`src/rtl/ccnd_pkg.sv`:
```
`default_nettype none

package ccnd_pkg;

    // Geometry limits
    localparam int MAX_SRC_DIM = 1024;
    localparam int MAX_DST_DIM = 256;

    // Register field widths
    localparam int SRC_REG_W = 11;
    localparam int DST_REG_W = 9;

    // Internal widths derived from the limits
    localparam int SRC_DIM_W = $clog2(MAX_SRC_DIM + 1);
    localparam int POS_W     = $clog2(MAX_SRC_DIM);
    localparam int DST_DIM_W = $clog2(MAX_DST_DIM + 1);
    localparam int SUM_W     = POS_W + DST_DIM_W + 1;

    // Payload widths
    localparam int PIX_W     = 8;
    localparam int OUT_IDX_W = 8;

    // Configuration port
    localparam int PDATA_W = 32;
    localparam int NUM_REGS = 4;
    localparam int REG_IDX_W = $clog2(NUM_REGS);
    localparam int PADDR_W = REG_IDX_W + 2;

    typedef enum logic [REG_IDX_W-1:0] {
        REG_SRC_WIDTH  = 2'd0,
        REG_SRC_HEIGHT = 2'd1,
        REG_DST_WIDTH  = 2'd2,
        REG_DST_HEIGHT = 2'd3
    } reg_idx_t;

    localparam logic [SRC_REG_W-1:0] RST_SRC_WIDTH  = 11'd320;
    localparam logic [SRC_REG_W-1:0] RST_SRC_HEIGHT = 11'd240;
    localparam logic [DST_REG_W-1:0] RST_DST_WIDTH  = 9'd48;
    localparam logic [DST_REG_W-1:0] RST_DST_HEIGHT = 9'd48;

    typedef struct packed {
        logic [PIX_W-1:0] pixel_in;
        logic             frame_start;
    } in_item_t;

    typedef struct packed {
        logic [PIX_W-1:0]     pixel_out;
        logic [OUT_IDX_W-1:0] dst_col;
        logic [OUT_IDX_W-1:0] dst_row;
        logic                 frame_done;
    } out_item_t;

    // Working geometry derived from the registers
    typedef struct packed {
        logic [SRC_DIM_W-1:0] w;
        logic [SRC_DIM_W-1:0] h;
        logic [SRC_DIM_W-1:0] crop;
        logic [POS_W-1:0]     cx;
        logic [POS_W-1:0]     cy;
        logic [DST_DIM_W-1:0] dw;
        logic [DST_DIM_W-1:0] dh;
    } geom_t;

    // Result of one axis tracker for the current position
    typedef struct packed {
        logic                 match;
        logic                 last;
        logic [OUT_IDX_W-1:0] idx;
    } axis_res_t;

    function automatic logic [SRC_DIM_W-1:0] clamp_src(input logic [SRC_REG_W-1:0] v);
        logic [SRC_DIM_W-1:0] r;
        if (v == '0)
            r = SRC_DIM_W'(1);
        else if (SRC_DIM_W'(v) > SRC_DIM_W'(MAX_SRC_DIM) || v > SRC_REG_W'(MAX_SRC_DIM))
            r = SRC_DIM_W'(MAX_SRC_DIM);
        else
            r = SRC_DIM_W'(v);
        return r;
    endfunction

    function automatic logic [DST_DIM_W-1:0] clamp_dst(input logic [DST_REG_W-1:0] v,
                                                       input logic [SRC_DIM_W-1:0] crop);
        logic [DST_DIM_W-1:0] r;
        if (v == '0)
            r = DST_DIM_W'(1);
        else if (v > DST_REG_W'(MAX_DST_DIM))
            r = DST_DIM_W'(MAX_DST_DIM);
        else
            r = DST_DIM_W'(v);
        if (SRC_DIM_W'(r) > crop)
            r = DST_DIM_W'(crop);
        return r;
    endfunction

    function automatic geom_t calc_geom(input logic [SRC_REG_W-1:0] sw,
                                        input logic [SRC_REG_W-1:0] sh,
                                        input logic [DST_REG_W-1:0] dwv,
                                        input logic [DST_REG_W-1:0] dhv);
        geom_t g;
        g.w    = clamp_src(sw);
        g.h    = clamp_src(sh);
        g.crop = (g.w < g.h) ? g.w : g.h;
        g.cx   = POS_W'((g.w - g.crop) >> 1);
        g.cy   = POS_W'((g.h - g.crop) >> 1);
        g.dw   = clamp_dst(dwv, g.crop);
        g.dh   = clamp_dst(dhv, g.crop);
        return g;
    endfunction

endpackage

`default_nettype wire

```
`src/rtl/ccnd_cfg.sv`:
```
`default_nettype none

module ccnd_cfg (
    input  logic                          clk,
    input  logic                          rst_n,
    input  logic                          psel,
    input  logic                          penable,
    input  logic                          pwrite,
    input  logic [ccnd_pkg::PADDR_W-1:0]  paddr,
    input  logic [ccnd_pkg::PDATA_W-1:0]  pwdata,
    output logic [ccnd_pkg::PDATA_W-1:0]  prdata,
    output logic                          pready,
    output logic                          cfg_wr,
    output ccnd_pkg::geom_t               geom
);
    import ccnd_pkg::*;

    logic [SRC_REG_W-1:0] src_width_reg;
    logic [SRC_REG_W-1:0] src_height_reg;
    logic [DST_REG_W-1:0] dst_width_reg;
    logic [DST_REG_W-1:0] dst_height_reg;
    geom_t                geom_reg;
    reg_idx_t             idx;

    assign pready = 1'b1;
    assign idx    = reg_idx_t'(paddr[PADDR_W-1:2]);
    assign cfg_wr = psel && penable && pwrite && pready;
    assign geom   = geom_reg;

    // Write registers on the access phase of a write request
    always_ff @(posedge clk or negedge rst_n)
    begin
        if (!rst_n)
        begin
            src_width_reg  <= RST_SRC_WIDTH;
            src_height_reg <= RST_SRC_HEIGHT;
            dst_width_reg  <= RST_DST_WIDTH;
            dst_height_reg <= RST_DST_HEIGHT;
        end
        else if (cfg_wr)
        begin
            unique case (idx)
                REG_SRC_WIDTH:  src_width_reg  <= pwdata[SRC_REG_W-1:0];
                REG_SRC_HEIGHT: src_height_reg <= pwdata[SRC_REG_W-1:0];
                REG_DST_WIDTH:  dst_width_reg  <= pwdata[DST_REG_W-1:0];
                REG_DST_HEIGHT: dst_height_reg <= pwdata[DST_REG_W-1:0];
                default:        ;
            endcase
        end
    end

    // Register the clamped geometry from the raw fields, in the cycle after they change
    always_ff @(posedge clk or negedge rst_n)
    begin
        if (!rst_n)
            geom_reg <= calc_geom(RST_SRC_WIDTH, RST_SRC_HEIGHT, RST_DST_WIDTH, RST_DST_HEIGHT);
        else
            geom_reg <= calc_geom(src_width_reg, src_height_reg, dst_width_reg, dst_height_reg);
    end

    // Read back the raw fields
    always_comb
    begin
        unique case (idx)
            REG_SRC_WIDTH:  prdata = PDATA_W'(src_width_reg);
            REG_SRC_HEIGHT: prdata = PDATA_W'(src_height_reg);
            REG_DST_WIDTH:  prdata = PDATA_W'(dst_width_reg);
            REG_DST_HEIGHT: prdata = PDATA_W'(dst_height_reg);
            default:        prdata = '0;
        endcase
    end

endmodule

`default_nettype wire

```
`src/rtl/ccnd_axis.sv`:
```
`default_nettype none

// Tracks the nearest sample of one axis with running sums:
// bound = p * dn, sample = d * crop, d = smallest index with sample >= bound.
module ccnd_axis (
    input  logic                            clk,
    input  logic                            rst_n,
    input  logic                            clear,
    input  logic                            step,
    input  logic                            use_zero,
    input  logic [ccnd_pkg::DST_DIM_W-1:0]  dn,
    input  logic [ccnd_pkg::SRC_DIM_W-1:0]  crop,
    output ccnd_pkg::axis_res_t             res
);
    import ccnd_pkg::*;

    logic [SUM_W-1:0]     bound_reg, bound_next;
    logic [SUM_W-1:0]     sample_reg, sample_next;
    logic [DST_DIM_W-1:0] idx_reg, idx_next;
    logic [SUM_W-1:0]     bound_eff;
    logic [SUM_W-1:0]     sample_eff;
    logic [DST_DIM_W-1:0] idx_eff;
    logic [SUM_W-1:0]     bound_hi;

    // Position zero always starts from empty sums
    assign bound_eff  = use_zero ? '0 : bound_reg;
    assign sample_eff = use_zero ? '0 : sample_reg;
    assign idx_eff    = use_zero ? '0 : idx_reg;
    assign bound_hi   = bound_eff + SUM_W'(dn);

    // Sample lies in [bound, bound + dn) for a valid destination index
    assign res.match = (idx_eff < dn) && (sample_eff < bound_hi);
    assign res.last  = (idx_eff == dn - DST_DIM_W'(1));
    assign res.idx   = idx_eff[OUT_IDX_W-1:0];

    // Advance one position: bound grows by dn <= crop, so the index moves at most once
    always_comb
    begin
        bound_next  = bound_hi;
        sample_next = sample_eff;
        idx_next    = idx_eff;
        if (sample_eff < bound_hi)
        begin
            sample_next = sample_eff + SUM_W'(crop);
            idx_next    = idx_eff + DST_DIM_W'(1);
        end
    end

    always_ff @(posedge clk or negedge rst_n)
    begin
        if (!rst_n)
        begin
            bound_reg  <= '0;
            sample_reg <= '0;
            idx_reg    <= '0;
        end
        else if (clear)
        begin
            bound_reg  <= '0;
            sample_reg <= '0;
            idx_reg    <= '0;
        end
        else if (step)
        begin
            bound_reg  <= bound_next;
            sample_reg <= sample_next;
            idx_reg    <= idx_next;
        end
    end

endmodule

`default_nettype wire

```
`src/rtl/center_crop_nearest_downscaler.sv`:
```
// Pipeline: an accepted pixel request is held in the input register; a hit is
// then loaded into the output register. Throughput: one pixel per cycle while
// the output drains and no rebuild runs; the output register lets a new pixel
// in while a finished result waits. After each register write the two axis trackers
// are rebuilt from zero to the current position, one step per cycle, with src_ready low.
// Reset: asynchronous, active low; registers return to 320x240 -> 48x48 and counters to zero.
`default_nettype none

module center_crop_nearest_downscaler (
    input  logic                          clk,
    input  logic                          rst_n,
    input  logic                          src_valid,
    output logic                          src_ready,
    input  ccnd_pkg::in_item_t            src_data,
    output logic                          dst_valid,
    input  logic                          dst_ready,
    output ccnd_pkg::out_item_t           dst_data,
    input  logic                          psel,
    input  logic                          penable,
    input  logic                          pwrite,
    input  logic [ccnd_pkg::PADDR_W-1:0]  paddr,
    input  logic [ccnd_pkg::PDATA_W-1:0]  pwdata,
    output logic [ccnd_pkg::PDATA_W-1:0]  prdata,
    output logic                          pready
);
    import ccnd_pkg::*;

    typedef enum logic [2:0] {
        SYNC_IDLE = 3'b001,
        SYNC_LOAD = 3'b010,
        SYNC_WALK = 3'b100
    } sync_state_t;

    sync_state_t      sync_reg, sync_next;
    logic [POS_W-1:0] walk_reg;

    logic             cfg_wr;
    geom_t            geom;

    logic             in_valid_reg;
    in_item_t         in_data_reg;
    logic             out_valid_reg;
    out_item_t        out_data_reg;

    logic [POS_W-1:0] col_reg, row_reg;
    logic [POS_W-1:0] col_cur, row_cur;
    logic [POS_W-1:0] col_pos, row_pos;
    logic             col_in, row_in;
    logic             line_end, frame_end;

    axis_res_t        col_res, row_res;
    logic             col_step, row_step;
    logic             col_walk, row_walk;
    logic             col_zero, row_zero;
    logic             walking;

    logic             hit;
    logic             proc;

    ccnd_cfg u_cfg (
        .clk     (clk),
        .rst_n   (rst_n),
        .psel    (psel),
        .penable (penable),
        .pwrite  (pwrite),
        .paddr   (paddr),
        .pwdata  (pwdata),
        .prdata  (prdata),
        .pready  (pready),
        .cfg_wr  (cfg_wr),
        .geom    (geom)
    );

    // Current source position; a frame start restarts it at the origin
    assign col_cur = (in_valid_reg && in_data_reg.frame_start) ? '0 : col_reg;
    assign row_cur = (in_valid_reg && in_data_reg.frame_start) ? '0 : row_reg;

    // Crop-relative position and crop window test
    assign col_pos = col_cur - geom.cx;
    assign row_pos = row_cur - geom.cy;
    assign col_in  = (col_cur >= geom.cx) && (SRC_DIM_W'(col_pos) < geom.crop);
    assign row_in  = (row_cur >= geom.cy) && (SRC_DIM_W'(row_pos) < geom.crop);

    assign line_end  = (SRC_DIM_W'(col_cur) + SRC_DIM_W'(1)) >= geom.w;
    assign frame_end = (SRC_DIM_W'(row_cur) + SRC_DIM_W'(1)) >= geom.h;

    // Rebuild steps: position p needs p advances from zero
    assign walking  = (sync_reg == SYNC_WALK);
    assign col_walk = col_in && (walk_reg < col_pos);
    assign row_walk = row_in && (walk_reg < row_pos);

    assign col_zero = !walking && (col_pos == '0);
    assign row_zero = !walking && (row_pos == '0);
    assign col_step = walking ? col_walk : proc;
    assign row_step = walking ? row_walk : (proc && line_end);

    ccnd_axis u_col (
        .clk      (clk),
        .rst_n    (rst_n),
        .clear    (sync_reg == SYNC_LOAD),
        .step     (col_step),
        .use_zero (col_zero),
        .dn       (geom.dw),
        .crop     (geom.crop),
        .res      (col_res)
    );

    ccnd_axis u_row (
        .clk      (clk),
        .rst_n    (rst_n),
        .clear    (sync_reg == SYNC_LOAD),
        .step     (row_step),
        .use_zero (row_zero),
        .dn       (geom.dh),
        .crop     (geom.crop),
        .res      (row_res)
    );

    // Pixel selection and pipeline flow
    assign hit       = col_in && row_in && col_res.match && row_res.match;
    assign proc      = in_valid_reg && (!out_valid_reg || dst_ready || !hit);
    assign src_ready = (sync_reg == SYNC_IDLE) && (!in_valid_reg || proc);
    assign dst_valid = out_valid_reg;
    assign dst_data  = out_data_reg;

    // Hold the accepted request
    always_ff @(posedge clk or negedge rst_n)
    begin
        if (!rst_n)
            in_valid_reg <= 1'b0;
        else if (src_valid && src_ready)
            in_valid_reg <= 1'b1;
        else if (proc)
            in_valid_reg <= 1'b0;
    end

    always_ff @(posedge clk)
    begin
        if (src_valid && src_ready)
            in_data_reg <= src_data;
    end

    // Advance the raster counters, wrapping at line and frame end
    always_ff @(posedge clk or negedge rst_n)
    begin
        if (!rst_n)
        begin
            col_reg <= '0;
            row_reg <= '0;
        end
        else if (proc)
        begin
            if (line_end)
            begin
                col_reg <= '0;
                row_reg <= frame_end ? '0 : row_cur + POS_W'(1);
            end
            else
            begin
                col_reg <= col_cur + POS_W'(1);
                row_reg <= row_cur;
            end
        end
    end

    // Output register: load on a hit, drop once taken
    always_ff @(posedge clk or negedge rst_n)
    begin
        if (!rst_n)
            out_valid_reg <= 1'b0;
        else if (proc && hit)
            out_valid_reg <= 1'b1;
        else if (dst_ready)
            out_valid_reg <= 1'b0;
    end

    always_ff @(posedge clk)
    begin
        if (proc && hit)
        begin
            out_data_reg.pixel_out  <= in_data_reg.pixel_in;
            out_data_reg.dst_col    <= col_res.idx;
            out_data_reg.dst_row    <= row_res.idx;
            out_data_reg.frame_done <= col_res.last && row_res.last;
        end
    end

    // Tracker rebuild sequencer after register writes
    always_comb
    begin
        sync_next = sync_reg;
        unique case (sync_reg)
            SYNC_IDLE: sync_next = SYNC_IDLE;
            SYNC_LOAD: sync_next = SYNC_WALK;
            SYNC_WALK: sync_next = (col_walk || row_walk) ? SYNC_WALK : SYNC_IDLE;
            default:   sync_next = SYNC_IDLE;
        endcase
        if (cfg_wr)
            sync_next = SYNC_LOAD;
    end

    always_ff @(posedge clk or negedge rst_n)
    begin
        if (!rst_n)
        begin
            sync_reg <= SYNC_IDLE;
            walk_reg <= '0;
        end
        else
        begin
            sync_reg <= sync_next;
            if (sync_reg == SYNC_LOAD)
                walk_reg <= '0;
            else if (walking)
                walk_reg <= walk_reg + POS_W'(1);
        end
    end

endmodule

`default_nettype wire

```
`config.mk`:
```
export PLATFORM = sky130hd
export DESIGN_NAME = center_crop_nearest_downscaler
export DESIGN_NICKNAME = d
export VERILOG_FILES = /design/src/rtl/ccnd_pkg.sv /design/src/rtl/ccnd_cfg.sv /design/src/rtl/ccnd_axis.sv /design/src/rtl/center_crop_nearest_downscaler.sv
export SDC_FILE = /design/constraint.sdc
export NUM_CORES = 1
export LEC_CHECK = 0
export BUFFER_PORTS_ARGS = -buffer_cell sky130_fd_sc_hd__buf_2
export CORE_MARGIN = 2
export CORE_UTILIZATION = 28
export CTS_CLUSTER_SIZE = 40
export DETAILED_ROUTE_END_ITERATION = 8
export GPL_ROUTABILITY_DRIVEN = 0
export PLACE_DENSITY = 0.47
export SYNTH_ARGS = -nofsm -noshare
export SYNTH_HDL_FRONTEND = slang
export SYNTH_SLANG_ARGS = --single-unit
```
`constraint.sdc`:
```
create_clock -name clk -period 9 [get_ports clk]
set_input_delay 0 -clock clk [delete_from_list [all_inputs] [get_ports clk]]
set_output_delay 0 -clock clk [all_outputs]
set_load 0.01 [all_outputs]
```
==> flow_results.xml <==
<?xml version="1.0" encoding="UTF-8"?>
<metrics>
  <group name="run_status">
    <metric name="status" unit="">completed</metric>
  </group>
  <group name="run">
    <metric name="drv_cap" unit="">0</metric>
  </group>
  <group name="yosys">
    <metric name="ys_types" unit="">91</metric>
    <metric name="syn_area_per_cell" unit="sq um">9.326</metric>
    <metric name="syn_inst" unit="">2208</metric>
    <metric name="yosysWarnings" unit="">0</metric>
    <metric name="post-synth-top-area-fraction" unit="%">26.37</metric>
    <metric name="synth_seq_area_share" unit="%">34.78</metric>
    <metric name="ys_top_cells_by_area" unit="">sky130_fd_sc_hd__dfrtp_1 (26%), sky130_fd_sc_hd__ha_1 (14%), sky130_fd_sc_hd__edfxtp_1 (5.0%), sky130_fd_sc_hd__xnor2_1 (3.5%), sky130_fd_sc_hd__dfstp_2 (3.4%)</metric>
    <metric name="count_of_flip_flops_with_a_built_in_enable_after_synthesis" unit="">34</metric>
    <metric name="synth_top_cell_by_area" unit="">sky130_fd_sc_hd__dfrtp_1</metric>
    <metric name="synth-async-reset-ratio" unit="%">87.77</metric>
    <metric name="ys_ff_latch" unit="">278</metric>
    <metric name="synth_commonest_cells" unit="">sky130_fd_sc_hd__ha_1 (226), sky130_fd_sc_hd__dfrtp_1 (217), sky130_fd_sc_hd__nand2_1 (178)</metric>
    <metric name="synth_area" unit="sq mm">0.02059</metric>
    <metric name="synth.most_common_cell" unit="">sky130_fd_sc_hd__ha_1</metric>
    <metric name="dominantRegCellSynth" unit="">sky130_fd_sc_hd__dfrtp_1</metric>
  </group>
  <group name="power">
    <metric name="internal_power" unit="mW">4.106</metric>
    <metric name="switching_share" unit="%">43.51</metric>
    <metric name="power.density_cell_area" unit="mW/mm^2">310.0</metric>
    <metric name="worst_ir_drop_vdd" unit="uV">132.0</metric>
    <metric name="power.sequential.fraction" unit="%">27.2</metric>
    <metric name="total_leakage_power" unit="nW">10.70</metric>
    <metric name="power.switching" unit="mW">3.163</metric>
    <metric name="power.clock.fraction" unit="%">19.8</metric>
    <metric name="pwr-share-comb" unit="%">53.0</metric>
    <metric name="report.power.total" unit="mW">7.269</metric>
  </group>
  <group name="timing">
    <metric name="finalWorstPathRequiredPeriod" unit="ps">8550</metric>
    <metric name="finalSetupViolations" unit="">0</metric>
    <metric name="worstMarginPinSlew" unit="ps">1040</metric>
    <metric name="slew_viol_final" unit="">0</metric>
    <metric name="clock-skew-final" unit="ps">30.61</metric>
    <metric name="maxSlewHeadroom" unit="%">30.65</metric>
    <metric name="final_count_of_hold_timing_violations" unit="">0</metric>
    <metric name="clock.fmax" unit="MHz">117.0</metric>
    <metric name="rsz0062_at_grt" unit="">yes</metric>
    <metric name="post-route-period-util" unit="%">94.99</metric>
  </group>
  <group name="place">
    <metric name="io_buffers" unit="">66</metric>
    <metric name="detailed_placement_hpwl" unit="mm">46.04</metric>
    <metric name="place_inst" unit="">3182</metric>
  </group>
  <group name="hold_path">
    <metric name="hold-path-cell-count" unit="">3</metric>
    <metric name="worstHoldEndpoint" unit="">sync_reg[0]</metric>
    <metric name="min_from" unit="">psel</metric>
    <metric name="hold_class" unit="">primary input to register</metric>
  </group>
  <group name="critical_path">
    <metric name="standard_cell_with_the_maximum_stage_delay_on_the_critical_path" unit="">sky130_fd_sc_hd__or4_4</metric>
    <metric name="critical_path.max_stage_delay" unit="ps">610</metric>
    <metric name="setup.reg_to_reg.worst_slack" unit="ps">450</metric>
    <metric name="worst_setup_path_end_kind" unit="">register</metric>
    <metric name="critPathTopFamily" unit="">compound AO/OA/AOI/OAI gates</metric>
    <metric name="arrival" unit="ps">8990</metric>
    <metric name="r2r_cells" unit="">38</metric>
    <metric name="startpoint_types" unit="">register</metric>
    <metric name="crit-reg2reg-launch" unit="">in_data_reg[0]</metric>
    <metric name="critPathBufInv" unit="">4</metric>
    <metric name="timing.critical_path.mode_cell" unit="">sky130_fd_sc_hd__a21oi_1</metric>
    <metric name="regToRegEndpoint" unit="">u_row.sample_reg[19]</metric>
    <metric name="crit_fanout" unit="">13</metric>
    <metric name="worstSetupPathType" unit="">register to register</metric>
    <metric name="worst-endpoint-required" unit="ps">9440</metric>
  </group>
  <group name="finish">
    <metric name="post_route_cells_drive_above_1_share" unit="%">13.22</metric>
    <metric name="area_delta_synth_final" unit="%">13.88</metric>
    <metric name="antenna_diode_instance_count" unit="">0</metric>
    <metric name="max_ffs_per_register" unit="">71</metric>
    <metric name="multi_input_area" unit="sq mm">0.01242</metric>
    <metric name="final.fill_count" unit="">7606</metric>
    <metric name="fin_nets" unit="">2572</metric>
    <metric name="final_cell_count_without_fillers" unit="">3273</metric>
    <metric name="layout.area.seq" unit="sq mm">0.007161</metric>
  </group>
  <group name="die">
    <metric name="start_util" unit="%">28.27</metric>
    <metric name="fp.dieH" unit="um">275.2</metric>
    <metric name="floorplan.rows" unit="">99</metric>
    <metric name="pin_count" unit="">112</metric>
    <metric name="placeableCoreArea" unit="sq mm">0.07283</metric>
    <metric name="die_width" unit="um">275.2</metric>
    <metric name="die-area" unit="sq mm">0.07572</metric>
  </group>
  <group name="global_route">
    <metric name="grt.total_usage" unit="%">16.10</metric>
    <metric name="grt_overflow" unit="">0</metric>
    <metric name="via_count_of_the_first_global_routing_pass" unit="">16580</metric>
    <metric name="pin_count_of_the_biggest_net_entering_global_routing" unit="">118</metric>
    <metric name="grt_antenna_before_repair" unit="">0</metric>
    <metric name="global_route_wire_length_before_repair" unit="mm">95.44</metric>
  </group>
  <group name="cts">
    <metric name="clock_insertion_delay_worst_skew" unit="ps">560</metric>
    <metric name="clk_root_buffer_cell" unit="">sky130_fd_sc_hd__clkbuf_16</metric>
    <metric name="clk_path_buf_depth" unit="">3</metric>
    <metric name="clk_transition_reported_paths" unit="ps">60</metric>
    <metric name="numClockSinks" unit="">278</metric>
    <metric name="tritoncts.num_buffers" unit="">35</metric>
    <metric name="clock_tree.htree_level_count" unit="">2</metric>
    <metric name="cts_tree" unit="">yes</metric>
  </group>
  <group name="detailed_routing">
    <metric name="drtAntennaViolNets" unit="">0</metric>
    <metric name="finalWirelength" unit="mm">60.64</metric>
    <metric name="viasPerCell" unit="">5.048</metric>
    <metric name="vias" unit="">16520</metric>
    <metric name="drc" unit="">0</metric>
    <metric name="avgRoutedWirePerCell" unit="um">18.53</metric>
    <metric name="drt_pre_antenna_iters" unit="">5</metric>
    <metric name="drtIter0Drc" unit="">1049</metric>
  </group>
</metrics>
==> stage by stage <==
step | hold slack (ps) | setup TNS [ps] | worst slack (ps) | cell area [sq um] | utilization (%)
2_1_floorplan | -295.6 | 0 | 40.94 | 20680 | -
3_3_place_gp | 176.1 | 0 | 282.8 | 21940 | 30.13
3_5_place_dp | 178.7 | 0 | 141.8 | 21940 | 30.13
4_1_cts | 40.21 | 0 | 70.07 | 23350 | 32.06
5_1_grt | 94.38 | -136.3 | -19.96 | 23450 | 32.19
6_report | 84.28 | 0 | 450.5 | 23450 | 32.19
==> tightest hold or removal path: cells and delay by family <==
family,cells,cell delay [ps]
AND/OR/NAND/NOR,2,550
buffers and inverters,1,70
==> routing by layer <==
metal	share of wire [%]	wire length, um	vias to the layer above	global-route usage (%)
met5	0	0	-	0
met4	2.6	1579	0	4.595
met3	4.7	2879	87	2.610
met2	45	27230	373	25.83
met1	48	28950	8048	22.28
li1	-	-	8015	-
==> power groups by stage <==
stage,Clock [mW],Combinational (mW),Sequential (mW)
global placement,0,3.70,1.99
detailed placement,0,3.78,1.99
finish,1.44,3.85,1.98
global route,1.54,4.35,2.02
CTS,1.49,3.82,1.97
floorplan,0,2.89,1.79
==> cell families after synthesis <==
logic type	Yosys count	share of synthesized area, %
buf+inv	268	5.767
simple gates	719	18.33
mux	73	4.460
xor+xnor	125	5.317
compound gates	509	16.85
flops	278	34.78
other cells	2	0.03647
fa+ha+maj	234	14.46
==> cell usage in the layout, fill, tap and decap left out, types with 35 or more instances in the layout <==
| master | instances |
|---|---|
| sky130_fd_sc_hd__o31ai_1 | 38 |
| sky130_fd_sc_hd__a21o_1 | 47 |
| sky130_fd_sc_hd__buf_2 | 65 |
| sky130_fd_sc_hd__nor3_1 | 39 |
| sky130_fd_sc_hd__a21oi_1 | 111 |
| sky130_fd_sc_hd__mux2_2 | 60 |
| sky130_fd_sc_hd__and2_1 | 89 |
| sky130_fd_sc_hd__inv_1 | 161 |
| sky130_fd_sc_hd__nand2_1 | 178 |
| sky130_fd_sc_hd__nand3_1 | 64 |
| sky130_fd_sc_hd__dfrtp_1 | 217 |
| sky130_fd_sc_hd__nand2b_1 | 35 |
| sky130_fd_sc_hd__o21a_1 | 36 |
| sky130_fd_sc_hd__xor2_1 | 43 |
| sky130_fd_sc_hd__clkbuf_16 | 36 |
| sky130_fd_sc_hd__nor2b_1 | 43 |
| sky130_fd_sc_hd__nor2_1 | 119 |
| sky130_fd_sc_hd__ha_1 | 226 |
| sky130_fd_sc_hd__xnor2_1 | 81 |
| sky130_fd_sc_hd__o21ai_0 | 95 |
==> how the worst max path moves through the flow <==
| stage | slack (ps) | from | cells after the start | endpoint |
|---|---|---|---|---|
| 3_5_place_dp | 140 | in_data_reg[0] | 37 | u_row.sample_reg[11] |
| 2_1_floorplan | 40 | in_valid_reg | 42 | dst_data[0] |
| 6_report | 450 | in_data_reg[0] | 38 | u_row.sample_reg[19] |
| 5_1_grt | -20 | in_data_reg[0] | 38 | u_row.sample_reg[19] |
| 4_1_cts | 70 | in_data_reg[0] | 37 | src_ready |
| 3_3_place_gp | 280 | in_data_reg[0] | 37 | u_row.sample_reg[18] |
==> repair_timing <==
action / in CTS / in global routing
gates cloned: 0 / 0
hold buffers: 25 / 0
setup buffers: 0 / 3
endpoints found under the setup margin: 1 / 141
hold endpoints to repair: 154 / 0
pin swaps: 0 / 6
resized for setup: 1 / 24
==> area by class of cell <==
class / count / area share (%)
multi-input cells: 1682 / 52.99
repair buffers: 129 / 3.890
flip-flops and latches: 278 / 30.54
well taps: 959 / 5.117
clock buffers: 45 / 4.029
clock inverters: 19 / 0.8644
inverters: 161 / 2.577
No activity file was read; power rests on OpenSTA's default activity.
